==> config.mk <==
export PLATFORM = sky130hd
export DESIGN_NAME = pfx_front
export DESIGN_NICKNAME = d
export VERILOG_FILES = /design/src/hw/rtl/pfx_pkg.sv /design/src/hw/rtl/pfx_front.sv
export SDC_FILE = /design/constraint.sdc
export NUM_CORES = 1
export LEC_CHECK = 0
export ABC_AREA = 1
export BUFFER_PORTS_ARGS = -buffer_cell sky130_fd_sc_hd__buf_2
export CELL_PAD_IN_SITES_DETAIL_PLACEMENT = 0
export CELL_PAD_IN_SITES_GLOBAL_PLACEMENT = 1
export CORE_MARGIN = 10
export CORE_UTILIZATION = 40
export DETAILED_ROUTE_END_ITERATION = 8
export GPL_ROUTABILITY_DRIVEN = 0
export PLACE_DENSITY_LB_ADDON = 0.05
export SYNTH_ARGS = -nofsm -noshare
export SYNTH_HDL_FRONTEND = slang
export SYNTH_SLANG_ARGS = --single-unit
==> constraint.sdc <==
create_clock -name clk -period 2 [get_ports clk]
set_input_delay 0.3 -clock clk [delete_from_list [all_inputs] [get_ports clk]]
set_output_delay 0.3 -clock clk [all_outputs]
set_load 0.02 [all_outputs]
==> src/hw/rtl/pfx_pkg.sv <==
// Shared types and constants for the postfix expression evaluator.
// Depends on nothing; used by the front end, the back end and the top level.
package pfx_pkg;

    localparam logic [7:0] CH_ZERO  = 8'h30;
    localparam logic [7:0] CH_NINE  = 8'h39;
    localparam logic [7:0] CH_PLUS  = 8'h2B;
    localparam logic [7:0] CH_MINUS = 8'h2D;
    localparam logic [7:0] CH_MUL   = 8'h2A;
    localparam logic [7:0] CH_DIV   = 8'h2F;
    localparam logic [7:0] CH_MOD   = 8'h25;

    typedef enum logic [2:0] {
        OP_NONE,
        OP_PUSH,
        OP_ADD,
        OP_SUB,
        OP_MUL,
        OP_DIV,
        OP_MOD
    } op_t;

    // Decoded command passed from the front end to the back end.
    typedef struct packed {
        op_t        op;
        logic [3:0] digit;
        logic       last;
    } cmd_t;

endpackage

==> src/hw/rtl/pfx_front.sv <==
// Front end: accepts characters, classifies them and holds them in a short queue.
// Depends on pfx_pkg.
module pfx_front (
    input  logic          clk,
    input  logic          rst_n,
    input  logic          in_valid,
    output logic          in_ready,
    input  logic [7:0]    char_code,
    input  logic          end_of_expr,
    output logic          cmd_valid,
    input  logic          cmd_ready,
    output pfx_pkg::cmd_t cmd
);

    localparam int QD = 4;

    pfx_pkg::cmd_t  q_reg [QD];
    logic [1:0]     wp_reg;
    logic [1:0]     rp_reg;
    logic [2:0]     cnt_reg;
    pfx_pkg::cmd_t  dec;
    logic           push;
    logic           pop;

    always_comb
    begin
        dec.digit = char_code[3:0];
        dec.last  = end_of_expr;
        if (char_code >= pfx_pkg::CH_ZERO && char_code <= pfx_pkg::CH_NINE)
            dec.op = pfx_pkg::OP_PUSH;
        else
        begin
            case (char_code)
                pfx_pkg::CH_PLUS:  dec.op = pfx_pkg::OP_ADD;
                pfx_pkg::CH_MINUS: dec.op = pfx_pkg::OP_SUB;
                pfx_pkg::CH_MUL:   dec.op = pfx_pkg::OP_MUL;
                pfx_pkg::CH_DIV:   dec.op = pfx_pkg::OP_DIV;
                pfx_pkg::CH_MOD:   dec.op = pfx_pkg::OP_MOD;
                default:           dec.op = pfx_pkg::OP_NONE;
            endcase
        end
    end

    assign in_ready  = (cnt_reg != 3'(QD));
    assign cmd_valid = (cnt_reg != 3'd0);
    assign cmd       = q_reg[rp_reg];
    assign push      = in_valid && in_ready;
    assign pop       = cmd_valid && cmd_ready;

    always_ff @(posedge clk)
    begin
        if (push)
            q_reg[wp_reg] <= dec;
    end

    always_ff @(posedge clk or negedge rst_n)
    begin
        if (!rst_n)
        begin
            wp_reg  <= '0;
            rp_reg  <= '0;
            cnt_reg <= '0;
        end
        else
        begin
            if (push)
                wp_reg <= wp_reg + 2'd1;
            if (pop)
                rp_reg <= rp_reg + 2'd1;
            cnt_reg <= cnt_reg + 3'(push) - 3'(pop);
        end
    end

endmodule

==> results.toml <==
[run_status]
outcome = "finished clean"

[final_layout]
layout.area.seq_um2 = 1140
nFillCells = 423
largest_reg_flops = 32
areaGrowthSynthToFinish_pct = 16.0
post-route-cell-area_um2 = 2110
final_nets = 226
multi_input_comb_area_um2 = 537
layout-drive-gt1-share_pct = 21.3
utilization_pct = 48.2
antenna-diode-count = 0

[timing]
rsz0062_at_grt = "false"
drv_slew = 0
min_period_ns = 1.86
max_freq_mhz = 536
hold_violations = 0
fin_worst_skew_ns = 0.00500
relSlewSlack_pct = 74.9
fin_tns_setup_ns = 0
post-route-period-util_pct = 93.2
worstMarginPinSlew_ns = 0.373
hold_ws_ns = 0.227
setup_viol = 0

[global_route]
overflow = 0
antenna_found_initial = 0
grt_first_pass_wirelength_um = 5660
grt_pass1_vias = 1228
track_usage_pct = 9.64
grt_start_max_net_pins = 19

[critical_path]
path_delay_family = "adder cells"
crit_chain = "inv_2 -> nand3_2 -> nand2_2 -> inv_1 -> ha_1 -> inv_1 -> ha_1 -> fa_1 -> xnor2_1"
cp.required_ns = 2.18
slowest_delay_ns = 0.39
start_kind = "flip-flop"
critPathCaptureType = "flip-flop"
critPathKind = "flip-flop to flip-flop"
critPathBufInv = 3
cp_max_fo = 4
worstPathArrival_ns = 2.04
cp_slowest_cell = "dfrtp_1"

[floorplan]
coreArea_um2 = 4380
ios = 23
die_w_um = 87.5
initial_core_util_pct = 41.5
fp-row-count = 24
die_y_um = 87.5
die_area_um2 = 7650

[drt]
dr.pass1.iters = 4
routed_wl_um = 3360
wire_per_inst_um = 13.0
ant_nets = 0
drcViolationCount = 0
routed_via_density = 4.67
dr.first_iter.drc_count = 57
dr_total_vias = 1210

[yosys]
synthMuxAreaShare_pct = 0
yosys.area_share.adder_pct = 5.22
syn_inst = 174
synth_xor_area_share_pct = 0.481
ys_seq_area_share_pct = 62.4
ys_warn_count = 0
synth_top_family_by_area = "simple AND/OR/NAND/NOR gates"
synth-seq-cells = 39
synth_area_um2 = 1820
synth_area_leaders = "edfxtp_1, dfrtp_1, nor2_1"
syn-num-nets = 194
synth_compound_area_share_pct = 7.15
synthSimpleGateAreaFrac_pct = 16.5
yosysTopAreaCell = "edfxtp_1"
synth_cell_types = 19
syn-mean-instance-area_um2 = 10.5
yosys.area.top_type_share_pct = 52.8

[clocking]
numCtsBuffers = 5
htree_levels = 2
cts_buffer_depth = 2
clkLatencyLatePin_ns = 0.29
cts_setup_buffers = 0
tritoncts = "done"
ctsRootBufferMaster = "clkbuf_8"
cts_sinks = 39
clkSlewWorstSetupHoldPaths_ns = 0.07

[flow_run]
drv_cap = 0

[placed_design]
io_buffers = 22
hpwl_um = 2460
dpl_cell_area_um2 = 1990

[power_and_ir_drop]
power_density_nw_per_um2 = 1430
p_total_w = 0.00303
p_leak_nw = 0.910
vdd_ir_drop_max_uv = 645

[hold_path]
hp-class = "input port to flip-flop"
## routing by layer
metal | global-route usage, % | part of all wire, % | routed length, um | up-vias
met1 | 10.6 | 44 | 1470 | 550
met3 | 3.56 | 4.3 | 146 | 4
met2 | 16.1 | 50 | 1690 | 24
met5 | 0 | 0 | 0 | -
met4 | 4.35 | 1.6 | 55 | 0
li1 | - | - | - | 632
## Yosys cell counts (all sizes together)
| cell type | n |
|---|---|
| fa | 1 |
| edfxtp | 32 |
| nand3 | 10 |
| nor2 | 33 |
| nand2 | 29 |
| xnor2 | 1 |
| inv | 25 |
| ha | 6 |
| buf | 4 |
| a21oi | 1 |
| o21ai | 25 |
| dfrtp | 7 |
## worst paths after layout
| kind | startpoint | to | slack (ns) | cells after the start |
|---|---|---|---|---|
| min in group asynchronous | rst_n | cnt_reg[1]$_DFF_PN0_ | 0.37 | 2 |
| max in group asynchronous | rst_n | rp_reg[0]$_DFFE_PN0P_ | 1.47 | 2 |
| hold / removal | end_of_expr | q_reg[0][0]$_DFFE_PP_ | 0.23 | 1 |
| setup / recovery | cnt_reg[1]$_DFF_PN0_ | cnt_reg[2]$_DFF_PN0_ | 0.14 | 9 |
| hold reg to reg | cnt_reg[0]$_DFF_PN0_ | cnt_reg[0]$_DFF_PN0_ | 0.52 | 1 |
| setup reg to reg | cnt_reg[1]$_DFF_PN0_ | cnt_reg[2]$_DFF_PN0_ | 0.14 | 9 |
## cells in the final DEF, fill, tap and decap left out
cell type      Yosys  layout
nor2_1            32      32
edfxtp_1          32      32
nand2_1           27      26
inv_1             22      22
buf_2              0      22
o21ai_1           16      16
o21ai_0            9       9
nand3_1            8       8
dfrtp_1            7       7
ha_1               6       6
buf_4              0       6
clkbuf_8           0       5
nand2_2            2       3
inv_2              2       2
nand3_2            2       2
nor2_2             1       1
inv_8              1       1
xnor2_1            1       1
a21oi_1            1       1
fa_1               1       1
bufinv_16          0       1
clkinv_1           0       1
clkinv_2           0       1
dlygate4sd3_1      0       1
## final cells by class
class                           count  share of cell area (%)
Clock buffer                        5                    3.26
Clock inverter                      3                    1.84
Inverter                           25                    4.80
Multi-Input combinational cell    106                    25.4
Sequential cell                    39                    53.8
Tap cell                           52                    3.08
Timing Repair Buffer               29                    7.82
## stage by stage
step | std cells | setup slack [ns]
after floorplan | 174 | 0.113
final | 259 | 0.135
after global placement | 250 | 0.171
after CTS | 259 | 0.114
after global routing | 259 | 0.00816
after detailed placement | 250 | 0.129
## cells by family after synthesis
logic type,after synthesis
AO/OA/AOI/OAI,26
XOR/XNOR,1
adder cells (fa/ha/maj),7
buffers and inverters,29
flip-flops,39
AND/OR/NAND/NOR,72
## repair_timing
| action | CTS | global route |
|---|---|---|
| setup endpoints to repair | 0 | 1 |
| gates resized for setup | 0 | 1 |
| hold buffers | 1 | 0 |
| endpoints found under the hold margin | 7 | 0 |
## where the power goes
part           total (W)  switching, W  internal, W
sequential       0.00120      0.000104      0.00110
combinational    0.00120      0.000781     0.000417
clock           0.000628      0.000263     0.000365
Power figures use the tool's default switching activity.
